==> src/rtl/bcps_pkg.sv <==
// Shared types and constants for the breath cycle phase and setpoint block.
package bcps_pkg;

  localparam int PRESS_W   = 10;
  localparam int DUR_W     = 16;
  localparam int ELAPSED_W = 8;
  localparam int PHASE_W   = 2;
  localparam int PROD_W    = PRESS_W + DUR_W;
  localparam int CFG_IDX_W = 3;
  localparam int CFG_DATA_W = DUR_W;

  localparam logic [PHASE_W-1:0] PHASE_RAMP   = 2'd0;
  localparam logic [PHASE_W-1:0] PHASE_HOLD   = 2'd1;
  localparam logic [PHASE_W-1:0] PHASE_EXHALE = 2'd2;

  localparam logic [CFG_IDX_W-1:0] REG_PEEP   = 3'd0;
  localparam logic [CFG_IDX_W-1:0] REG_PIP    = 3'd1;
  localparam logic [CFG_IDX_W-1:0] REG_RAMP   = 3'd2;
  localparam logic [CFG_IDX_W-1:0] REG_INHALE = 3'd3;
  localparam logic [CFG_IDX_W-1:0] REG_CYCLE  = 3'd4;

  typedef struct packed {
    logic              start;
    logic [PROD_W-1:0] dividend;
    logic [DUR_W-1:0]  divisor;
  } div_req_t;

  typedef struct packed {
    logic              done;
    logic [PROD_W-1:0] quotient;
  } div_rsp_t;

endpackage

==> src/rtl/bcps_div.sv <==
// Restoring serial divider, one quotient bit per cycle.
module bcps_div (
  input  logic                clk,
  input  logic                rst_n,
  input  bcps_pkg::div_req_t  req,
  output bcps_pkg::div_rsp_t  rsp
);

  localparam int PW  = bcps_pkg::PROD_W;
  localparam int DW  = bcps_pkg::DUR_W;
  localparam int CNW = $clog2(PW + 1);

  logic [DW-1:0]  rem_r, rem_nxt;
  logic [PW-1:0]  quo_r, quo_nxt;
  logic [DW-1:0]  dvs_r;
  logic [CNW-1:0] cnt_r;
  logic           busy_r;
  logic           done_r;

  logic [DW:0]   trial;
  logic [DW+1:0] sub;
  logic          ge;

  always_comb begin
    trial   = {rem_r, quo_r[PW-1]};
    sub     = {1'b0, trial} - {2'b00, dvs_r};
    ge      = ~sub[DW+1];
    rem_nxt = ge ? sub[DW-1:0] : trial[DW-1:0];
    quo_nxt = {quo_r[PW-2:0], ge};
  end

  always_ff @(posedge clk) begin
    if (!rst_n) begin
      busy_r <= 1'b0;
      done_r <= 1'b0;
      cnt_r  <= '0;
    end else begin
      done_r <= 1'b0;
      if (req.start) begin
        busy_r <= 1'b1;
        cnt_r  <= '0;
        rem_r  <= '0;
        quo_r  <= req.dividend;
        dvs_r  <= req.divisor;
      end else if (busy_r) begin
        rem_r <= rem_nxt;
        quo_r <= quo_nxt;
        cnt_r <= cnt_r + 1'b1;
        if (cnt_r == CNW'(PW - 1)) begin
          busy_r <= 1'b0;
          done_r <= 1'b1;
        end
      end
    end
  end

  assign rsp.done     = done_r;
  assign rsp.quotient = quo_r;

endmodule

==> src/rtl/breath_cycle_phase_setpoint.sv <==
// Breath cycle sequencer: phase, pressure setpoint and cycle time per tick.
//
//  channel | direction | handshake          | payload
//  --------+-----------+--------------------+-----------------------------------------
//  in_     | in        | in_valid/in_ready  | elapsed_ms
//  out_    | out       | out_valid/out_ready| phase, press_target, time_in_cycle,
//          |           |                    | cycle_restarted
//  cfg_    | in        | cfg_wr_en          | cfg_index, cfg_data (no read-back)
//
// Steps: a tick outside the ramp, or on a zero-length ramp, goes from accept
// straight to S_DONE, which loads its result into the output register. A
// ramp tick passes S_MUL (multiply), S_START (divider start), S_DIV (26
// quotient bits, then done) and S_DONE (load).
// One request is in work at a time; in_ready is low until its result is
// loaded into the output register, which may still be waiting on out_ready.
// Reset is synchronous, active low: cycle time 0, configuration registers to
// defaults, state idle, output not valid. A stalled output holds its payload;
// work finishes and waits in S_DONE while the output stays full.
module breath_cycle_phase_setpoint #(
  parameter int TIME_WIDTH = 17
) (
  input  logic                                 clk,
  input  logic                                 rst_n,
  // input ticks
  input  logic                                 in_valid,
  output logic                                 in_ready,
  input  logic [bcps_pkg::ELAPSED_W-1:0]       in_elapsed_ms,
  // results
  output logic                                 out_valid,
  input  logic                                 out_ready,
  output logic [bcps_pkg::PHASE_W-1:0]         out_phase,
  output logic [bcps_pkg::PRESS_W-1:0]         out_press_target,
  output logic [bcps_pkg::DUR_W-1:0]           out_time_in_cycle,
  output logic                                 out_cycle_restarted,
  // configuration
  input  logic                                 cfg_wr_en,
  input  logic [bcps_pkg::CFG_IDX_W-1:0]       cfg_index,
  input  logic [bcps_pkg::CFG_DATA_W-1:0]      cfg_data
);

  localparam int PW = bcps_pkg::PRESS_W;
  localparam int DW = bcps_pkg::DUR_W;
  // compare width: wide enough for both the count and a duration
  localparam int CW = (TIME_WIDTH > DW) ? TIME_WIDTH : DW;

  typedef enum logic [2:0] {
    S_IDLE,
    S_MUL,
    S_START,
    S_DIV,
    S_DONE
  } state_t;

  // configuration registers
  logic [PW-1:0] peep_r, pip_r;
  logic [DW-1:0] ramp_r, inhale_r, cycle_r;

  always_ff @(posedge clk) begin
    if (!rst_n) begin
      peep_r   <= PW'(50);
      pip_r    <= PW'(200);
      ramp_r   <= DW'(500);
      inhale_r <= DW'(1000);
      cycle_r  <= DW'(3000);
    end else if (cfg_wr_en) begin
      unique case (cfg_index)
        bcps_pkg::REG_PEEP:   peep_r   <= cfg_data[PW-1:0];
        bcps_pkg::REG_PIP:    pip_r    <= cfg_data[PW-1:0];
        bcps_pkg::REG_RAMP:   ramp_r   <= cfg_data;
        bcps_pkg::REG_INHALE: inhale_r <= cfg_data;
        bcps_pkg::REG_CYCLE:  cycle_r  <= cfg_data;
        default: ;
      endcase
    end
  end

  state_t                         state_r;
  logic [TIME_WIDTH-1:0]          count_r;
  logic [bcps_pkg::PHASE_W-1:0]   phase_r;
  logic [PW-1:0]                  set_r;
  logic [DW-1:0]                  time_r;
  logic                           restart_r;
  logic                           neg_r;
  logic [PW-1:0]                  mag_r;
  logic [bcps_pkg::PROD_W-1:0]    prod_r;

  logic                           ovalid_r;
  logic [bcps_pkg::PHASE_W-1:0]   ophase_r;
  logic [PW-1:0]                  oset_r;
  logic [DW-1:0]                  otime_r;
  logic                           orestart_r;

  // tick evaluation, done in the accept cycle
  logic [TIME_WIDTH:0]            sum;
  logic [TIME_WIDTH-1:0]          t_sat;
  logic [CW-1:0]                  t_cw;
  logic                           in_ramp, in_hold, in_exh;
  logic [bcps_pkg::PHASE_W-1:0]   phase_nxt;
  logic [PW-1:0]                  set_nxt;
  logic [TIME_WIDTH-1:0]          count_nxt;
  logic                           restart_nxt;
  logic                           div_nxt;
  logic                           accept;
  logic                           out_free;
  logic [PW-1:0]                  q_lo;
  logic [PW-1:0]                  ramp_set;

  bcps_pkg::div_req_t div_req;
  bcps_pkg::div_rsp_t div_rsp;

  always_comb begin
    sum   = {1'b0, count_r} + (TIME_WIDTH + 1)'(in_elapsed_ms);
    // saturate at the top of the counter
    t_sat = sum[TIME_WIDTH] ? {TIME_WIDTH{1'b1}} : sum[TIME_WIDTH-1:0];
    t_cw  = CW'(t_sat);

    in_ramp = t_cw <= CW'(ramp_r);
    in_hold = t_cw <= CW'(inhale_r);
    in_exh  = t_cw <= CW'(cycle_r);

    restart_nxt = 1'b0;
    div_nxt     = 1'b0;
    count_nxt   = t_sat;
    if (in_ramp) begin
      phase_nxt = bcps_pkg::PHASE_RAMP;
      set_nxt   = peep_r;              // zero-length ramp gives PEEP
      div_nxt   = (ramp_r != '0);
    end else if (in_hold) begin
      phase_nxt = bcps_pkg::PHASE_HOLD;
      set_nxt   = pip_r;
    end else if (in_exh) begin
      phase_nxt = bcps_pkg::PHASE_EXHALE;
      set_nxt   = peep_r;
    end else begin
      phase_nxt   = bcps_pkg::PHASE_RAMP;
      set_nxt     = peep_r;
      count_nxt   = '0;
      restart_nxt = 1'b1;
    end
  end

  assign in_ready = (state_r == S_IDLE);
  assign accept   = in_valid && in_ready;
  assign out_free = !ovalid_r || out_ready;

  // quotient never exceeds |pip - peep|, so the low bits hold it
  assign q_lo     = div_rsp.quotient[PW-1:0];
  assign ramp_set = neg_r ? (peep_r - q_lo) : (peep_r + q_lo);

  assign div_req.start    = (state_r == S_START);
  assign div_req.dividend = prod_r;
  assign div_req.divisor  = ramp_r;

  bcps_div u_div (
    .clk   (clk),
    .rst_n (rst_n),
    .req   (div_req),
    .rsp   (div_rsp)
  );

  always_ff @(posedge clk) begin
    if (!rst_n) begin
      state_r  <= S_IDLE;
      count_r  <= '0;
      ovalid_r <= 1'b0;
    end else begin
      // S_DONE sets valid itself when it loads a new result
      if (ovalid_r && out_ready && (state_r != S_DONE)) begin
        ovalid_r <= 1'b0;
      end
      unique case (state_r)
        S_IDLE: begin
          if (accept) begin
            count_r   <= count_nxt;
            phase_r   <= phase_nxt;
            set_r     <= set_nxt;
            time_r    <= restart_nxt ? '0 : t_cw[DW-1:0];
            restart_r <= restart_nxt;
            neg_r     <= pip_r < peep_r;
            mag_r     <= (pip_r < peep_r) ? (peep_r - pip_r) : (pip_r - peep_r);
            state_r   <= div_nxt ? S_MUL : S_DONE;
          end
        end
        S_MUL: begin
          prod_r  <= bcps_pkg::PROD_W'(mag_r) * bcps_pkg::PROD_W'(time_r);
          state_r <= S_START;
        end
        S_START: begin
          state_r <= S_DIV;
        end
        S_DIV: begin
          if (div_rsp.done) begin
            set_r   <= ramp_set;
            state_r <= S_DONE;
          end
        end
        S_DONE: begin
          if (out_free) begin
            ovalid_r   <= 1'b1;
            ophase_r   <= phase_r;
            oset_r     <= set_r;
            otime_r    <= time_r;
            orestart_r <= restart_r;
            state_r    <= S_IDLE;
          end
        end
        default: state_r <= S_IDLE;
      endcase
    end
  end

  assign out_valid             = ovalid_r;
  assign out_phase             = ophase_r;
  assign out_press_target      = oset_r;
  assign out_time_in_cycle     = otime_r;
  assign out_cycle_restarted   = orestart_r;

endmodule

==> config.mk <==
export PLATFORM = sky130hd
export DESIGN_NAME = breath_cycle_phase_setpoint
export DESIGN_NICKNAME = d
export VERILOG_FILES = /design/src/rtl/bcps_pkg.sv /design/src/rtl/bcps_div.sv /design/src/rtl/breath_cycle_phase_setpoint.sv
export SDC_FILE = /design/constraint.sdc
export NUM_CORES = 1
export LEC_CHECK = 0
export BUFFER_PORTS_ARGS = -buffer_cell sky130_fd_sc_hd__buf_4
export CAP_MARGIN = 20
export CORE_MARGIN = 1
export CORE_UTILIZATION = 69
export DETAILED_ROUTE_END_ITERATION = 10
export HOLD_SLACK_MARGIN = 0.1
export PLACE_DENSITY_LB_ADDON = 0.2
export SYNTH_ARGS = -nofsm -noshare
export SYNTH_HDL_FRONTEND = slang
export SYNTH_SLANG_ARGS = --single-unit
==> constraint.sdc <==
create_clock -name clk -period 16.5 [get_ports clk]
set_input_delay 1.65 -clock clk [delete_from_list [all_inputs] [get_ports clk]]
set_output_delay 1.65 -clock clk [all_outputs]
set_load 0.02 [all_outputs]
# Word level (Yosys, flattened, before mapping)
# Index checks and enable logic that the tools add are counted.
[totals]
reg_bits = 249
inputBits = 32
out_inout_bits = 31
wordCells = 113
[classes]
addsub = 7
mul = 1
n_lt_le_gt_ge = 4
n_eq_ne = 13
n_mux = 33
bitwise_logic = 3
n_reduce_logical = 26
[op_table]
columns = ["op", "n"]
rows = [
  ["17-bit 2-to-1 mux", 4],
  ["10-bit 2-to-1 mux", 6],
  ["26-bit 2-to-1 mux", 2],
  ["17-bit by 16-bit <= comparator with 1-bit output", 3],
  ["16-bit 2-to-1 mux", 2],
  ["10-bit subtractor", 3],
  ["10-bit by 16-bit multiplier with 26-bit output", 1],
  ["10-bit case mux with 2 select lines", 1],
  ["17-bit by 8-bit adder with 18-bit output", 1],
  ["2-bit AND reduction", 9],
  ["17-bit by 16-bit subtractor with 18-bit output", 1],
  ["16-bit nonzero test", 1],
  ["3-bit case mux with 5 select lines", 1],
  ["3-bit by 2-bit == test with 1-bit output, second input constant", 4],
  ["1-bit 2-to-1 mux", 12],
  ["3-bit 2-to-1 mux", 4],
  ["10-bit adder", 1],
  ["10-bit < comparator", 1],
  ["3-bit AND reduction", 3],
  ["3-bit by 1-bit == test with 1-bit output, second input constant", 2],
  ["3-bit == test, second input constant", 2],
  ["3-bit logical NOT", 2],
  ["5-bit by 1-bit adder with 5-bit output, second input constant", 1],
  ["5-bit == test, second input constant", 1],
  ["other kinds (12)", 19],
]

# Depth between registers and ports, before layout
[logic_depth]
depth_word = 7
mapped_depth = 21
ltp_nobuf = 20

# Modules after synthesis
# A second synthesis with hierarchy kept.
[unflattened]
cells_unflattened = 1824
area_unflattened_um2 = 18147.4
[by_module_without_submodules]
columns = ["mod", "n_inst", "cells_each", "area_each_um2", "seq_area_each_um2"]
rows = [
  ["breath_cycle_phase_setpoint", 1, 1557, 14707.9, 4634.4],
  ["bcps_div", 1, 267, 3439.5, 1881.8],
]

# Worst setup path before layout
# No wires, ideal clock.
[synth_path]
kind = "register -> register"
startpoint = "register mag_r[3]"
endpoint = "register prod_r[25] in the netlist's numbering (data pin)"
setup_ps = 260
arrival_time_ps = 5420
t_required_ps = 16240
path_slack_ps = 10820
path_stages_with_launch = 21
path_buffers = 1
period_less_slack_ps = 5680
cell_sequence = "edfxtp_1 clkbuf_1 nand2_1 fa_1 inv_1 fa_1 inv_1 fa_1 inv_1 fa_1 inv_1 fa_1 inv_1 ha_1 a211o_1 o21ai_0 a31o_2 a211oi_1 a2111oi_0 a21oi_1 xnor2_1"
[synth_between]
elab_chain_cells = 1
[synth_lines]
columns = ["element", "line_no", "rtl"]
rows = [
  ["start, declared", "breath_cycle_phase_setpoint.sv:84", "logic [PW-1:0] mag_r;"],
  ["start signal, assigned", "breath_cycle_phase_setpoint.sv:180", "mag_r <= (pip_r < peep_r) ? (peep_r - pip_r) : (pip_r - peep_r);"],
  ["10-bit by 16-bit multiplier with 26-bit output", "breath_cycle_phase_setpoint.sv:185", "prod_r <= bcps_pkg::PROD_W'(mag_r) * bcps_pkg::PROD_W'(time_r);"],
  ["end signal, assigned", "breath_cycle_phase_setpoint.sv:185", ""],
  ["end, declared", "breath_cycle_phase_setpoint.sv:85", "logic [bcps_pkg::PROD_W-1:0] prod_r;"],
]
# No other way between the ends.
# A chain may end at the register's enable or synchronous reset.

# Worst setup path after layout
# Ends and elaborated chain as after synthesis.

==> impl_metrics.ini <==
[outcome]
status = finished, final reports clean

[synthesis]
netlist_area_um2 = 18000
avgSynthCellArea_um2 = 9.49
synth.distinct_cells = 68
synth-warning-count = 0
synthFlopType = edfxtp_1
synthCells = 1900
ys_seq_area_share_pct = 36.1
postSynth.asyncResetShare_pct = 0
synth_area_leaders = edfxtp_1, fa_1, ha_1
synth_top_area_share_pct = 25.5
synth-seq-cells = 249
yosysTopAreaCell = edfxtp_1
synth-edff-count = 153
syn_nets = 2211

[placed_design]
place_hpwl_um = 31600
place.gp.congestion = 0.939
place_inst = 2232
port_buffers = 62

[clocking]
cts_sinks = 249
post_cts_resized = 0
cts_made_buffers = 27
cts_htree_levels = 1
post_cts_buffers = 0
cts.path.max_buffers = 3
clkLatencyLatePin_ps = 560
root_buffer = clkbuf_16
hold_buffers = 0
path_clk_slew_ps = 60
cts_tree = built

[floorplanning]
core-area_um2 = 25400
num_rows = 58
die_area_um2 = 26800
initial_core_util_pct = 71.0
die_y_um = 164
pin_count = 63
die_x_um = 164

[finish]
fill_cells = 1701
nNetsFinal = 2243
fin_cells = 2283
syn2layout_area_growth_pct = 9.11
drive_above_1_share_pct = 7.48
diodes = 0

[sta]
hold_viol = 0
tns_ps = 0
worst_pin_slew_ps = 937
layout_min_cycle_time_ps = 6320
max_freq_mhz = 158
drv_slew = 0
finClkSkew_ps = 16.2
rsz0062_at_grt = no
setup_viol = 0
relSlewSlack_pct = 37.4
fin_crit_sh_pct = 38.3

[critical_path]
path_cells = nand2_1, fa_1, inv_1, fa_1, inv_1, fa_1, inv_1, fa_1, inv_1, fa_1, inv_1, ha_1, a211o_1, o21ai_0, a31o_2, a211oi_1, a2111oi_0, a21oi_1, xnor2_1
cp-start-kind = flop
reg2reg_setup_slack_ps = 10180
r2r_start = mag_r[3]
cp-startpoint = mag_r[3]
critPathMaxFanout = 16
worst_path_max_delay_cell = edfxtp_1
cp.arrival_ps = 6620
critPathKind = flop to flop
cp-end-kind = flop
worstPathRequired_ps = 16790
slowest_delay_ps = 780

[detailed_routing]
viasPerCell = 5.98
wl_per_cell_um = 18.6
drtIter0Drc = 1223
drc_errors = 0
drtAntennaViolNets = 0
vias = 13659
drt_first_pass_iters = 8
finalWirelength_um = 42500

[power_and_ir_drop]
seq_power_share_pct = 29.2
ir_worst_vdd_v = 0.000182
p_int_mw = 1.71
p_comb_share_pct = 48.9
sw_frac_of_total_pct = 39.5
p_per_area_nw_per_um2 = 143
clkPwrFrac_pct = 21.9
p_sw_mw = 1.12
leakagePower_nw = 8.83

[grt]
antenna_found_initial = 0
grt_pass1_vias = 13473
grt_usage_pct = 32.9
grt_max_degree = 79
grt_pass1_wl_um = 68800
grt_overflow = 0

[run]
cap_violations = 0

[worst_hold_path]
hold_class = flop to flop
min_from = set_r[6]
[placed cells by master, fill, tap and decap left out, drive strengths merged, types with 11 or more instances in the layout]
master and count:
nand2 349, a211oi 17, xor2 18, clkinv 11, a21oi 60, ha 164
buf 71, a21boi 48, a21o 11, and2 80, o211ai 33, clkbuf 35
nand3 26, fa 115, inv 242, nor2 96, edfxtp 153, o21a 19
nor3 26, nand2b 12, dfxtp 96, nor2b 14, o21ai 65, xnor2 51
mux2i 30
[metrics by stage]
stage               power, mW  utilization, %  instance area (um2)  worst slack (ps)  hold slack, ps
global placement         2.13            73.7                18700             10280             401
floorplan                1.85               -                18000             10820             400
CTS                      2.81            77.3                19600             10220             418
detailed placement       2.19            73.7                18700             10190             405
global route             3.04            77.5                19700              9940             436
finish                   2.82            77.5                19700             10180             416
[metal layers]
layer  up-vias  global-route usage [%]  share of wire [%]
met4         0                    10.3                2.9
met2       552                    53.2                 46
li1       6425                       -                  -
met1      6588                    46.3                 43
met3        94                    4.09                7.8
met5         -                       0                  0
[power groups by stage]
stage          sequential (mW)  clock (mW)  combinational, mW
6_report                 0.823       0.618               1.38
5_1_grt                  0.827       0.646               1.56
4_1_cts                  0.822       0.622               1.37
3_5_place_dp             0.834           0               1.35
3_3_place_gp             0.832           0               1.29
2_1_floorplan            0.810           0               1.04
[synthesized netlist by cell type, drive strengths merged, types with 8 or more instances]
cell type and n:
dfxtp 96, nand2b 12, ha 164, mux2i 30, o21ai 65, nand2 349
o21bai 9, xor2 18, clkbuf 64, nor2b 14, and2 80, a21boi 48
nor2 96, edfxtp 153, o211ai 33, o21a 19, nand4 9, a21oi 60
fa 115, inv 241, xnor2 51, and3 8, nand3 26, a21o 11
a211oi 17, nor3 26
[path summary, 6_finish.rpt]
| check | endpoint | depth (start not counted) |
|---|---|---|
| hold reg to reg | out_press_target[6] | 0 |
| setup / recovery | prod_r[25] | 19 |
| setup reg to reg | prod_r[25] | 19 |
| hold / removal | out_press_target[6] | 0 |
[registers in the layout, indices dropped and copies added (netlist names), 3 cells and up]
| signal | flops |
|---|---|
| state_r | 3 |
| u_div.quo_r | 26 |
| inhale_r | 16 |
| cycle_r | 16 |
| out_time_in_cycle | 16 |
| prod_r | 26 |
| u_div.rem_r | 16 |
| time_r | 16 |
| set_r | 10 |
| mag_r | 10 |
| out_press_target | 10 |
| peep_r | 10 |
| count_r | 17 |
| ramp_r | 16 |
| pip_r | 10 |
| u_div.cnt_r | 5 |
| u_div.dvs_r | 16 |
[final cells by class]
class	count	area, um2	share of cell area, %
multi-input combinational	1342	10400	52.7
tap	330	413	2.10
timing repair buffer	71	557	2.83
inverter	241	905	4.60
sequential	249	6520	33.1
clock inverter	15	148	0.750
clock buffer	35	767	3.90
[critical path: cells and delay by family, from the launching register on]
family                   cells  cell delay, ps
buffers and inverters        5             250
adder cells (fa/ha/maj)      6            2950
XOR/XNOR                     1             170
AO/OA/AOI/OAI                6            1710
AND/OR/NAND/NOR              1             180
flip-flops                   1             780
[cell families after synthesis]
group | count (synthesis) | synth area share (%)
xor gates and xnor gates | 69 | 3.35
DFF | 249 | 36.1
and+or+nand+nor | 650 | 16.3
AOI/OAI and AO/OA | 314 | 11.9
buffers and inverters | 309 | 6.49
muxes | 30 | 1.67
adders and majority gates | 279 | 24.1
No activity file was read; power rests on OpenSTA's default activity.
